===== src/rtl/core/lars_pkg.sv =====
`timescale 1ns / 1ps

package lars_pkg;

  // Fixed widths of the stream payloads and the width register.
  localparam int unsigned DATA_W      = 32;
  localparam int unsigned ROW_WIDTH_W = 6;

  // Default number of cells the block is built for.
  localparam int unsigned ROW_CELLS_DEFAULT = 32;

  // Width register value after reset.
  localparam logic [ROW_WIDTH_W-1:0] ROW_WIDTH_RESET = 6'd20;

  // Neighbor counts of the B3/S23 rule.
  localparam logic [3:0] BIRTH_COUNT = 4'd3;
  localparam logic [3:0] STAY_COUNT  = 4'd2;

  // Depth of the result queue; it must hold two results beyond the
  // entries already waiting so that one item can always be taken.
  localparam int unsigned FIFO_DEPTH = 4;

  // One queued result.
  typedef struct packed {
    logic              run_last;
    logic              frame_done;
    logic [DATA_W-1:0] next_row;
  } lars_entry_t;

endpackage


===== src/rtl/core/lars_cell.sv =====
`timescale 1ns / 1ps

module lars_cell
  import lars_pkg::*;
(
  input  logic [2:0] above_i,
  input  logic [2:0] mid_i,
  input  logic [2:0] below_i,
  output logic       next_o
);

  logic [3:0] count;

  // Count the eight neighbors; the center of the middle row is the cell itself.
  assign count = {3'b000, above_i[0]} + {3'b000, above_i[1]} + {3'b000, above_i[2]}
               + {3'b000, mid_i[0]} + {3'b000, mid_i[2]}
               + {3'b000, below_i[0]} + {3'b000, below_i[1]} + {3'b000, below_i[2]};

  // Birth on three neighbors, survival on two or three.
  assign next_o = (count == BIRTH_COUNT) || (mid_i[1] && (count == STAY_COUNT));

endmodule


===== src/rtl/core/lars_gen.sv =====
`timescale 1ns / 1ps

module lars_gen
  import lars_pkg::*;
#(
  parameter int unsigned LANES = DATA_W
) (
  input  logic [LANES-1:0]  above_i,
  input  logic [LANES-1:0]  mid_i,
  input  logic [LANES-1:0]  below_i,
  input  logic [LANES-1:0]  mask_i,
  output logic [DATA_W-1:0] row_o
);

  logic [LANES+1:0] above_ext;
  logic [LANES+1:0] mid_ext;
  logic [LANES+1:0] below_ext;
  logic [LANES-1:0] lane_next;

  // Mask the rows with the current width and pad a dead cell on each side.
  assign above_ext = {1'b0, above_i & mask_i, 1'b0};
  assign mid_ext   = {1'b0, mid_i & mask_i, 1'b0};
  assign below_ext = {1'b0, below_i & mask_i, 1'b0};

  // One lane per cell, each sees its three-cell window of every row.
  for (genvar c = 0; c < LANES; c++) begin : g_lane
    lars_cell u_cell (
      .above_i (above_ext[c+2:c]),
      .mid_i   (mid_ext[c+2:c]),
      .below_i (below_ext[c+2:c]),
      .next_o  (lane_next[c])
    );
  end

  // Merge the lanes into one row; cells beyond the width read as zero.
  assign row_o = DATA_W'(lane_next & mask_i);

endmodule


===== src/rtl/core/life_automaton_row_step.sv =====
`timescale 1ns / 1ps

// One generation of Conway's Life (B3/S23) over a non-wrapping grid.
// Rows enter on the s_axis channel, one row per request, with tlast on the
// bottom row. Each row after the first of a frame yields the next generation
// of the row above it; the bottom row also yields its own, with a dead row
// below, and the frame history is then cleared.
// Results leave on the m_axis channel: tlast marks the bottom row of a frame,
// tuser marks the last result caused by one input row.
// The cfg port sets the number of cells in use (reset value 20); the user is
// to write it only while the block is idle, which the block does not enforce.
// Each result is written into the result queue at the edge that takes its
// input request. All cells of a row are computed by parallel lanes, so one
// row is taken every cycle while the queue has room; a bottom row that closes
// a frame of two or more rows puts two results in the four-entry result queue,
// which then drains at one result per cycle while the receiver is ready.
// s_axis_tready stays high while the queue has room for two results, so a
// stalled receiver holds off the sender once three or four results wait.
// Reset empties the queue, clears the stored rows and sets the width to 20.
module life_automaton_row_step
  import lars_pkg::*;
#(
  parameter int unsigned ROW_CELLS = ROW_CELLS_DEFAULT
) (
  input  logic                   clk_i,
  input  logic                   rst_ni,
  // Width register write.
  input  logic                   cfg_we_i,
  input  logic [ROW_WIDTH_W-1:0] cfg_wdata_i,
  // Input rows.
  input  logic                   s_axis_tvalid,
  output logic                   s_axis_tready,
  input  logic [DATA_W-1:0]      s_axis_tdata,   // [31:0] row_cells
  input  logic                   s_axis_tlast,   // last_row
  // Result rows.
  output logic                   m_axis_tvalid,
  input  logic                   m_axis_tready,
  output logic [DATA_W-1:0]      m_axis_tdata,   // [31:0] next_row
  output logic                   m_axis_tlast,   // frame_done
  output logic                   m_axis_tuser    // [0] run_last
);

  localparam int unsigned LANES = (ROW_CELLS < DATA_W) ? ROW_CELLS : DATA_W;
  localparam int unsigned PTR_W = $clog2(FIFO_DEPTH);
  localparam int unsigned CNT_W = $clog2(FIFO_DEPTH + 1);

  logic [ROW_WIDTH_W-1:0] row_width_q;
  logic [ROW_WIDTH_W-1:0] width_eff;
  logic [LANES-1:0]       mask;
  logic [LANES-1:0]       row_in;

  logic [LANES-1:0]       upper_d, upper_q;
  logic [LANES-1:0]       middle_d, middle_q;
  logic                   have_d, have_q;

  logic [LANES-1:0]       upper2;
  logic [DATA_W-1:0]      gen_mid_row;
  logic [DATA_W-1:0]      gen_last_row;

  lars_entry_t            fifo_q [FIFO_DEPTH];
  lars_entry_t            entry_a, entry_b;
  logic [PTR_W-1:0]       wr_ptr_q, wr_ptr_d, wr_ptr_b;
  logic [PTR_W-1:0]       rd_ptr_q, rd_ptr_d;
  logic [CNT_W-1:0]       count_q, count_d;
  logic [CNT_W-1:0]       push_n;
  logic                   accept, pop;

  // Width register.
  always_ff @(posedge clk_i or negedge rst_ni) begin
    if (!rst_ni) begin
      row_width_q <= ROW_WIDTH_RESET;
    end else if (cfg_we_i) begin
      row_width_q <= cfg_wdata_i;
    end
  end

  // Cells in use saturate at the lane count.
  assign width_eff = (row_width_q > ROW_WIDTH_W'(LANES)) ? ROW_WIDTH_W'(LANES) : row_width_q;

  for (genvar c = 0; c < LANES; c++) begin : g_mask
    assign mask[c] = (ROW_WIDTH_W'(c) < width_eff);
  end

  assign row_in = s_axis_tdata[LANES-1:0] & mask;

  // Handshakes.
  assign accept = s_axis_tvalid && s_axis_tready;
  assign pop    = m_axis_tvalid && m_axis_tready;
  assign s_axis_tready = (count_q <= CNT_W'(FIFO_DEPTH - 2));

  // Next generation of the stored middle row, with the incoming row below.
  lars_gen #(.LANES(LANES)) u_gen_mid (
    .above_i (upper_q),
    .mid_i   (middle_q),
    .below_i (s_axis_tdata[LANES-1:0]),
    .mask_i  (mask),
    .row_o   (gen_mid_row)
  );

  // Next generation of the incoming bottom row, with a dead row below.
  assign upper2 = have_q ? middle_q : '0;

  lars_gen #(.LANES(LANES)) u_gen_last (
    .above_i (upper2),
    .mid_i   (s_axis_tdata[LANES-1:0]),
    .below_i ('0),
    .mask_i  (mask),
    .row_o   (gen_last_row)
  );

  // Row history update.
  always_comb begin
    upper_d  = upper_q;
    middle_d = middle_q;
    have_d   = have_q;
    if (accept) begin
      if (s_axis_tlast) begin
        upper_d  = '0;
        middle_d = '0;
        have_d   = 1'b0;
      end else begin
        upper_d  = upper2;
        middle_d = row_in;
        have_d   = 1'b1;
      end
    end
  end

  always_ff @(posedge clk_i or negedge rst_ni) begin
    if (!rst_ni) begin
      upper_q  <= '0;
      middle_q <= '0;
      have_q   <= 1'b0;
    end else begin
      upper_q  <= upper_d;
      middle_q <= middle_d;
      have_q   <= have_d;
    end
  end

  // Results of one request: the middle row first, then the bottom row.
  always_comb begin
    entry_b.next_row   = gen_last_row;
    entry_b.frame_done = 1'b1;
    entry_b.run_last   = 1'b1;
    if (have_q) begin
      entry_a.next_row   = gen_mid_row;
      entry_a.frame_done = 1'b0;
      entry_a.run_last   = !s_axis_tlast;
    end else begin
      entry_a = entry_b;
    end
    push_n = accept ? (CNT_W'(have_q) + CNT_W'(s_axis_tlast)) : '0;
  end

  // Result queue pointers and fill count.
  assign wr_ptr_b = wr_ptr_q + PTR_W'(1);
  assign wr_ptr_d = wr_ptr_q + PTR_W'(push_n);
  assign rd_ptr_d = pop ? rd_ptr_q + PTR_W'(1) : rd_ptr_q;
  assign count_d  = count_q + push_n - CNT_W'(pop);

  always_ff @(posedge clk_i or negedge rst_ni) begin
    if (!rst_ni) begin
      wr_ptr_q <= '0;
      rd_ptr_q <= '0;
      count_q  <= '0;
    end else begin
      wr_ptr_q <= wr_ptr_d;
      rd_ptr_q <= rd_ptr_d;
      count_q  <= count_d;
    end
  end

  // Queue storage; payload needs no reset.
  always_ff @(posedge clk_i) begin
    if (push_n != '0) begin
      fifo_q[wr_ptr_q] <= entry_a;
    end
    if (push_n == CNT_W'(2)) begin
      fifo_q[wr_ptr_b] <= entry_b;
    end
  end

  assign m_axis_tvalid = (count_q != '0);
  assign m_axis_tdata  = fifo_q[rd_ptr_q].next_row;
  assign m_axis_tlast  = fifo_q[rd_ptr_q].frame_done;
  assign m_axis_tuser  = fifo_q[rd_ptr_q].run_last;

  // The queue never overfills.
  assert property (@(posedge clk_i) disable iff (!rst_ni)
    count_q <= CNT_W'(FIFO_DEPTH))
    else $error("result queue overflow");

  // A bottom row ends the frame and clears the history.
  assert property (@(posedge clk_i) disable iff (!rst_ni)
    accept && s_axis_tlast |=> !have_q && (middle_q == '0) && (upper_q == '0))
    else $error("history not cleared at end of frame");

  // Any other row leaves a stored middle row behind.
  assert property (@(posedge clk_i) disable iff (!rst_ni)
    accept && !s_axis_tlast |=> have_q)
    else $error("middle row not kept");

  // The fill count follows the requests taken and the results delivered.
  assert property (@(posedge clk_i) disable iff (!rst_ni)
    1'b1 |=> count_q == $past(count_q) + $past(push_n) - CNT_W'($past(pop)))
    else $error("result queue count mismatch");

endmodule


===== config.mk =====
export PLATFORM = sky130hd
export DESIGN_NAME = life_automaton_row_step
export DESIGN_NICKNAME = d
export VERILOG_FILES = /design/src/rtl/core/lars_pkg.sv /design/src/rtl/core/lars_cell.sv /design/src/rtl/core/lars_gen.sv /design/src/rtl/core/life_automaton_row_step.sv
export SDC_FILE = /design/constraint.sdc
export NUM_CORES = 1
export LEC_CHECK = 0
export BUFFER_PORTS_ARGS = -buffer_cell sky130_fd_sc_hd__buf_2
export CAP_MARGIN = 20
export CORE_ASPECT_RATIO = 0.9
export CORE_UTILIZATION = 35
export DETAILED_ROUTE_END_ITERATION = 16
export GPL_TIMING_DRIVEN = 1
export PLACE_DENSITY_LB_ADDON = 0.2
export SLEW_MARGIN = 20
export SYNTH_ARGS = -nofsm -noshare
export SYNTH_HDL_FRONTEND = slang
export SYNTH_HIERARCHICAL = 1
export SYNTH_SLANG_ARGS = --single-unit

===== constraint.sdc =====
create_clock -name clk_i -period 6.9 [get_ports clk_i]
set_input_delay 1.38 -clock clk_i [delete_from_list [all_inputs] [get_ports clk_i]]
set_output_delay 1.38 -clock clk_i [all_outputs]
set_load 0.1 [all_outputs]

==> results.md, run 1 <==
* Std-Cell Rows at 90
* Area overhead of the layout relative to synthesis at 10.77%
* Multi-input logic area at approximately 15000 µm²
* Tightest hold margin at between 0.4 and 0.5 ns
* Worst hold path type: reg2reg
* CP startpoint kind: flip-flop
* EDFF count, synth at about 130
* Slew headroom at between 20% and 30%
* Max Clock Freq at ~190 MHz
* Fillers at 6688
* Synth top area share at between 20% and 30%
* CTS tree: done
* Fin nets at 3053
* Main flop type after synthesis: edfxtp_1
* Max Cap Viol at 0
* Clock Path Buffers at 3
* Area contributors post-synth: fa_1 (21%), edfxtp_1 (16%), inv_1 (11%), ha_1 (10%), dfrtp_1 (7.9%)
* Largest net degree at the start of global routing at 47
* Fin crit share at ~75%
* Leakage power at 12.82 nW
* Final max-slew violation count at 0
* Starting DRT DRC Count at roughly 990
* Highest net fanout along the worst path at 26
* Gp weighted congestion at ~0.84
* H-tree depth at 1
* Ys Warns at 6
* Share of post-route cells with drive strength above 1 at under 10%
* Async set-or-reset flop fraction in the synthesized netlist at between 30% and 40%
* Wire length per cell at approximately 18 µm
* I/O Buffers at between 70 and 80
* Clk Latency, worst-skew pair at approximately 0.58 ns
* Flop2flop setup slack at about 1.7 ns
* Worst-Margin Slew at 1.053 ns
* TNS Setup at 0 ns
* Pre-antenna DRT Iters at 6
* Clk slew on worst S/H paths at roughly 0.06 ns
* Sequential cell area fraction in the yosys report at between 20% and 30%
* Post-Place Setup Slack at 1.768 ns
* Hold Buf Count CTS at 0
* Largest area contributor in the netlist: fa_1
* Power Density at approximately 370 nW/µm²
* Core area at roughly 67000 µm²
* Crit path DAT at 5.61 ns
* CP endpoint kind: flip-flop
* Post-CTS resize count at 0
* Vias at ~17000
* Critical Path End: fifo_q[1][3]
* Worst endpoint required time at 7.35 ns
* DIE WIDTH at about 280 µm
* All-Layer GR Usage at between 10% and 20%
* Reg2reg end: fifo_q[1][3]
* Reg2Reg Launch Point: row_width_q[5]
* Root buffer cell: clkbuf_16
* Initial Util at a little over a third
* Initial antenna violation count at 5
* Antenna-violating nets left at 0
* RSZ-0062 raised after global routing: false
* Final setup skew at 0.01472 ns
* Die Area at about 70000 µm²
* Via-per-instance ratio at between 4 and 5
* Cells on worst reg2reg path at 16
* Vias in the first global route at around 18000
* DRC violations left at 0
* Syn Inst Count at about 2400
* Synth Cell Area at 23990 µm²
* Flip-flop and latch area at around 6000 µm²
* Worst setup startpoint: row_width_q[5]
* Detail Placement HPWL at 47.84 mm
* Sink Count at ~210
* GRT overflow at 0
* #FFs+latches synth at 214
* Global-route wire length before repair at a little over 100 mm
* Final setup viols at 0
* Peak VDD IR at roughly 0.0002 V
* Die height at between 200 and 300 µm
* Final wirelength at 63.10 mm
* Status: complete, no violations
* Setup Buffers After CTS at 0
* Crit Path Class: reg2reg
* Fin. Hold Viols at 0
* Avg Inst Size Synth at slightly below 10 µm²
* CTS buffer count at 29
* Io pins at 80
* Final worst slack at 1.734 ns
* Tmin final at between 5 and 6 ns
* Synth cell types at 53
==> synthesized netlist by cell type (6+ instances only) <==
master,count
dfrtp_1,76
inv_1,715
a211oi_2,30
and3_1,20
nand3_1,42
or2_1,29
nand2_1,39
nor2_1,12
nand4_1,12
o21ai_0,73
buf_2,34
o211a_1,28
a22o_1,179
a21o_1,7
edfxtp_1,128
mux2_2,6
and2_1,291
fa_1,257
buf_6,9
nand3b_1,31
or2_0,36
ha_1,197
a21oi_1,76
mux4_2,34
clkbuf_1,21
dfxtp_1,8
==> logic make-up (layout without fill, tap and decap cells) <==
| family | count (synthesis) | in the layout | share of synthesized area (%) |
|---|---|---|---|
| xor gates and xnor gates | 6 | 6 | 0.2190 |
| other | 3 | 46 | 0.04693 |
| DFF | 214 | 214 | 24.83 |
| buffers and inverters | 783 | 871 | 12.74 |
| AOI/OAI and AO/OA | 418 | 418 | 13.58 |
| adders and majority gates | 454 | 454 | 31.72 |
| muxes | 40 | 40 | 3.473 |
| and+or+nand+nor | 531 | 531 | 13.39 |
==> critical path: stages (launching register included) <==
cell     delay, ns
dfrtp_1       0.88
nor2_4        0.14
inv_1         0.32
nor2_1        0.18
nand2_1       0.26
and2_1        0.23
inv_1         0.08
fa_1          0.48
fa_1          0.46
fa_1          0.50
inv_1         0.04
ha_1          0.20
fa_1          0.38
or2_0         0.21
a21oi_1       0.27
and2_1        0.24
a22o_1        0.16
==> metal layers <==
layer	global-route usage [%]	vias up	wire length (µm)
li1	-	8054	-
met1	26.56	8630	30360
met2	30.22	314	28980
met3	1.800	67	2590
met4	3.788	4	1143
met5	0	-	27
==> metrics by stage <==
stage,std cells,area [µm²],total power (W),util [%]
after floorplan,2490,24150,0.006546,-
after global placement,3397,25500,0.007819,37.80
after detailed placement,3398,25520,0.008051,37.83
after CTS,3452,26570,0.009804,39.39
after global routing,3452,26570,0.01067,39.39
final,3454,26580,0.009726,39.40
==> placed cells by master, fill, tap and decap left out, types with 28 or more instances in the layout <==
cell type  synthesis  final
a22o_1           179    179
or2_1             29     29
clkbuf_16          0     29
inv_1            715    714
nand3_1           42     42
conb_1             3     44
and2_1           291    291
or2_0             36     36
o211a_1           28     28
mux4_2            34     34
dfrtp_1           76     74
ha_1             197    197
edfxtp_1         128    128
nand2_1           39     39
a21oi_1           76     74
buf_2             34     78
o21ai_0           73     73
a211oi_2          30     28
nand3b_1          31     31
fa_1             257    257
==> final cells by class <==
| cell class | count | area share (%) |
|---|---|---|
| sequential | 214 | 22.43 |
| clock buffer | 32 | 2.773 |
| multi-input combinational | 1493 | 57.17 |
| antenna | 2 | 0.01883 |
| tap | 874 | 4.115 |
| clock inverter | 22 | 1.201 |
| timing repair buffer | 102 | 2.194 |
| inverter | 715 | 10.10 |
==> sequential cells by signal, indices dropped and copies added (netlist names) <==
signal / count
count_q: 3
rd_ptr_q: 2
upper_q: 32
middle_q: 32
have_q: 1
wr_ptr_q: 2
fifo_q: 136
row_width_q: 6
==> power by group <==
part	total (W)	leakage (nW)	internal (W)	switching, W
Clock	0.00169	0.489	0.00104	0.000652
Combinational	0.00621	10.0	0.00217	0.00403
Sequential	0.00183	2.33	0.00161	0.000218
==> worst min path at each step <==
stage             startpoint       endpoint  slack [ns]  depth (start not counted)
2_1_floorplan  fifo_q[1][32]  fifo_q[1][32]        0.43                          1
3_3_place_gp   fifo_q[3][32]  fifo_q[3][32]        0.44                          1
3_5_place_dp   fifo_q[1][32]  fifo_q[1][32]        0.45                          1
4_1_cts        fifo_q[1][32]  fifo_q[1][32]        0.47                          1
5_1_grt        fifo_q[3][33]  fifo_q[3][33]        0.48                          1
6_report       fifo_q[1][32]  fifo_q[1][32]        0.46                          1
(Power assumes the default switching activity.)
==> run 2: changes to the inputs <==
Clock period 6.9 ns to 4.63 ns, I/O delays scaled along.
==> results.md, run 2 (same netlist as run 1, synthesis figures left out) <==
* DRC violations left at 0 (unchanged)
* Final Non-Filler Cells at 3520 (was 3454)
* Detail Placement HPWL at 48.79 mm (was 47.84 mm)
* Die Area at 69600 µm² (unchanged)
* Most frequent cells in the layout: inv_1 (712), fa_1 (254), and2_1 (236), ha_1 (197), a22o_1 (179) (was inv_1 (714), and2_1 (291), fa_1 (257), ha_1 (197), a22o_1 (179))
* Worst endpoint required time at 5.06 ns (was 7.35 ns)
* CTS tree: done (unchanged)
* Power Density at 542.0 nW/µm² (was 365.9 nW/µm²)
* ANT cells at 0 (was 2)
* Global-route wire length before repair at 101.5 mm (was 100.8 mm)
* Worst-Margin Slew at 0.9169 ns (was 1.053 ns)
* Crit Path Class: reg2reg (unchanged)
* Largest net degree at the start of global routing at 47 (unchanged)
* Leakage power at 13.26 nW (was 12.82 nW)
* Final wirelength at 64.04 mm (was 63.10 mm)
* GRT overflow at 0 (unchanged)
* Share of post-route cells with drive strength above 1 at 15.00% (was 9.542%)
* Final worst slack at 0.08952 ns (was 1.734 ns)
* Max reg flops at 136 (unchanged)
* Via-per-instance ratio at 4.882 (was 4.942)
* Sink Count at 214 (unchanged)
* Wire length per cell at 18.19 µm (was 18.27 µm)
* Final setup viols at 0 (unchanged)
* Vias in the first global route at 18560 (was 18150)
* CP endpoint kind: flip-flop (unchanged)
* TNS Setup at 0 ns (unchanged)
* Fin crit share at 98.07% (was 74.87%)
* DIE WIDTH at 278.0 µm (unchanged)
* Final setup skew at 0.01733 ns (was 0.01472 ns)
* Highest net fanout along the worst path at 8 (was 26)
* Area overhead of the layout relative to synthesis at 13.97% (was 10.77%)
* Initial antenna violation count at 3 (was 5)
* Clk Latency, worst-skew pair at 0.57 ns (was 0.58 ns)
* Core area at 67450 µm² (unchanged)
* Antenna-violating nets left at 0 (unchanged)
* H-tree depth at 1 (unchanged)
* Post-Place Setup Slack at -0.09032 ns (was 1.768 ns)
* CTS buffer count at 29 (unchanged)
* Clk slew on worst S/H paths at 0.06 ns (about the same)
* Pre-antenna DRT Iters at 5 (was 6)
* All-Layer GR Usage at 18.62% (was 18.49%)
* Fin. Hold Viols at 0 (unchanged)
* Clock Path Buffers at 3 (unchanged)
* Status: complete, no violations (unchanged)
* Fin nets at 3122 (was 3053)
* Gp weighted congestion at 0.8222 (was 0.8440)
* Final Power at 0.01482 W (was 0.009726 W)
* Die height at 250.4 µm (unchanged)
* Max Clock Freq at 220.2 MHz (was 193.6 MHz)
* RSZ-0062 raised after global routing: true (was false)
* Commonest non-fill, non-tap cell in the layout: inv_1 (unchanged)
* Max Cap Viol at 0 (unchanged)
* Peak VDD IR at 0.0002782 V (was 0.0001973 V)
* Crit path DAT at 4.97 ns (was 5.61 ns)
* Slew headroom at 38.87% (was 29.60%)
* CP startpoint kind: flip-flop (unchanged)
* Initial Util at 35.57% (unchanged)
* Largest reg by FF count: fifo_q (unchanged)
* Std-Cell Rows at 90 (unchanged)
* Worst hold path type: in2async (was reg2reg)
* Root buffer cell: clkbuf_16 (unchanged)
* Io pins at 80 (unchanged)
* Vias at 17180 (was 17070)
* Tmin final at 4.540 ns (was 5.166 ns)
* Final max-slew violation count at 0 (unchanged)
* Hold Buf Count CTS at 0 (unchanged)
* Fin util at 40.54% (was 39.40%)
* Placed Cells at 3450 (was 3398)
* Top Registers: fifo_q: 136 flops, middle_q: 32 flops, upper_q: 32 flops (unchanged)
* Starting DRT DRC Count at 883 (was 987)
* I/O Buffers at 79 (unchanged)
run 2: cell types whose count changed in the layout (fill, tap and decap cells not counted), moves of 4 or more:
cell	delta
and2_4	+40
clkinv_2	+4
clkinvlp_4	-6
and2_2	+15
a21oi_2	+9
nand2_2	+6
and2_1	-55
a21oi_1	-9
buf_12	+4
nand2_1	-8
buf_4	+62
clkbuf_1	+4
run 2: layout make-up:
| class | instances | area, µm² |
|---|---|---|
| Tap cell | 874 | 1094 |
| Sequential cell | 214 | 5964 |
| Clock buffer | 38 | 779.5 |
| Clock inverter | 15 | 198.9 |
| Multi-Input combinational cell | 1494 | 15470 |
| Timing Repair Buffer | 170 | 1145 |
| Inverter | 715 | 2688 |
| Fill cell | 6617 | 40110 |
run 2: layer usage:
layer / global-route usage, % / share of wire [%]
met5: 0 / 0
met4: 6.140 / 3.2
met3: 1.912 / 3.6
met2: 30.71 / 46
met1: 25.58 / 47
run 2: repair_timing:
item                                    4_1_cts  5_1_grt
setup buffers                                 0       16
endpoints found under the setup margin       24      124
cloned                                        0        1
pin swaps                                     0        8
gates resized for setup                      10      100
run 2: worst max-delay path, stage by stage, from the launching register on:
cell      delay, ns
dfstp_2        0.41
buf_4          0.17
or2_4          0.30
or3_4          0.46
and2_4         0.17
inv_1          0.06
fa_1           0.44
fa_1           0.53
fa_1           0.51
inv_1          0.05
ha_1           0.21
fa_2           0.36
o211a_1        0.24
a211oi_2       0.19
and2_4         0.18
a22o_1         0.13
run 2: path summary, 6_finish.rpt:
check | startpoint | endpoint | slack, ns | depth (start not counted)
hold / removal | rst_ni | middle_q[7] | 0.30 | 1
min in group clk_i | fifo_q[1][32] | fifo_q[1][32] | 0.46 | 1
setup / recovery | row_width_q[2] | fifo_q[0][1] | 0.09 | 15
max in group asynchronous | rst_ni | rd_ptr_q[1] | 3.51 | 2
hold reg to reg | fifo_q[1][32] | fifo_q[1][32] | 0.46 | 1
setup reg to reg | row_width_q[2] | fifo_q[0][1] | 0.09 | 15
run 2: power breakdown:
group          internal [W]  total, W  switching (W)
logic               0.00361   0.00973        0.00612
registers           0.00240   0.00277       0.000368
clock network       0.00145   0.00233       0.000877
run 2: stage by stage:
step	area, µm²	hold WS [ns]
finish	27340	0.2973
floorplan	24150	0.4310
detailed placement	25960	0.4482
global placement	25960	0.4461
CTS	26960	0.2860
global route	27340	0.3163
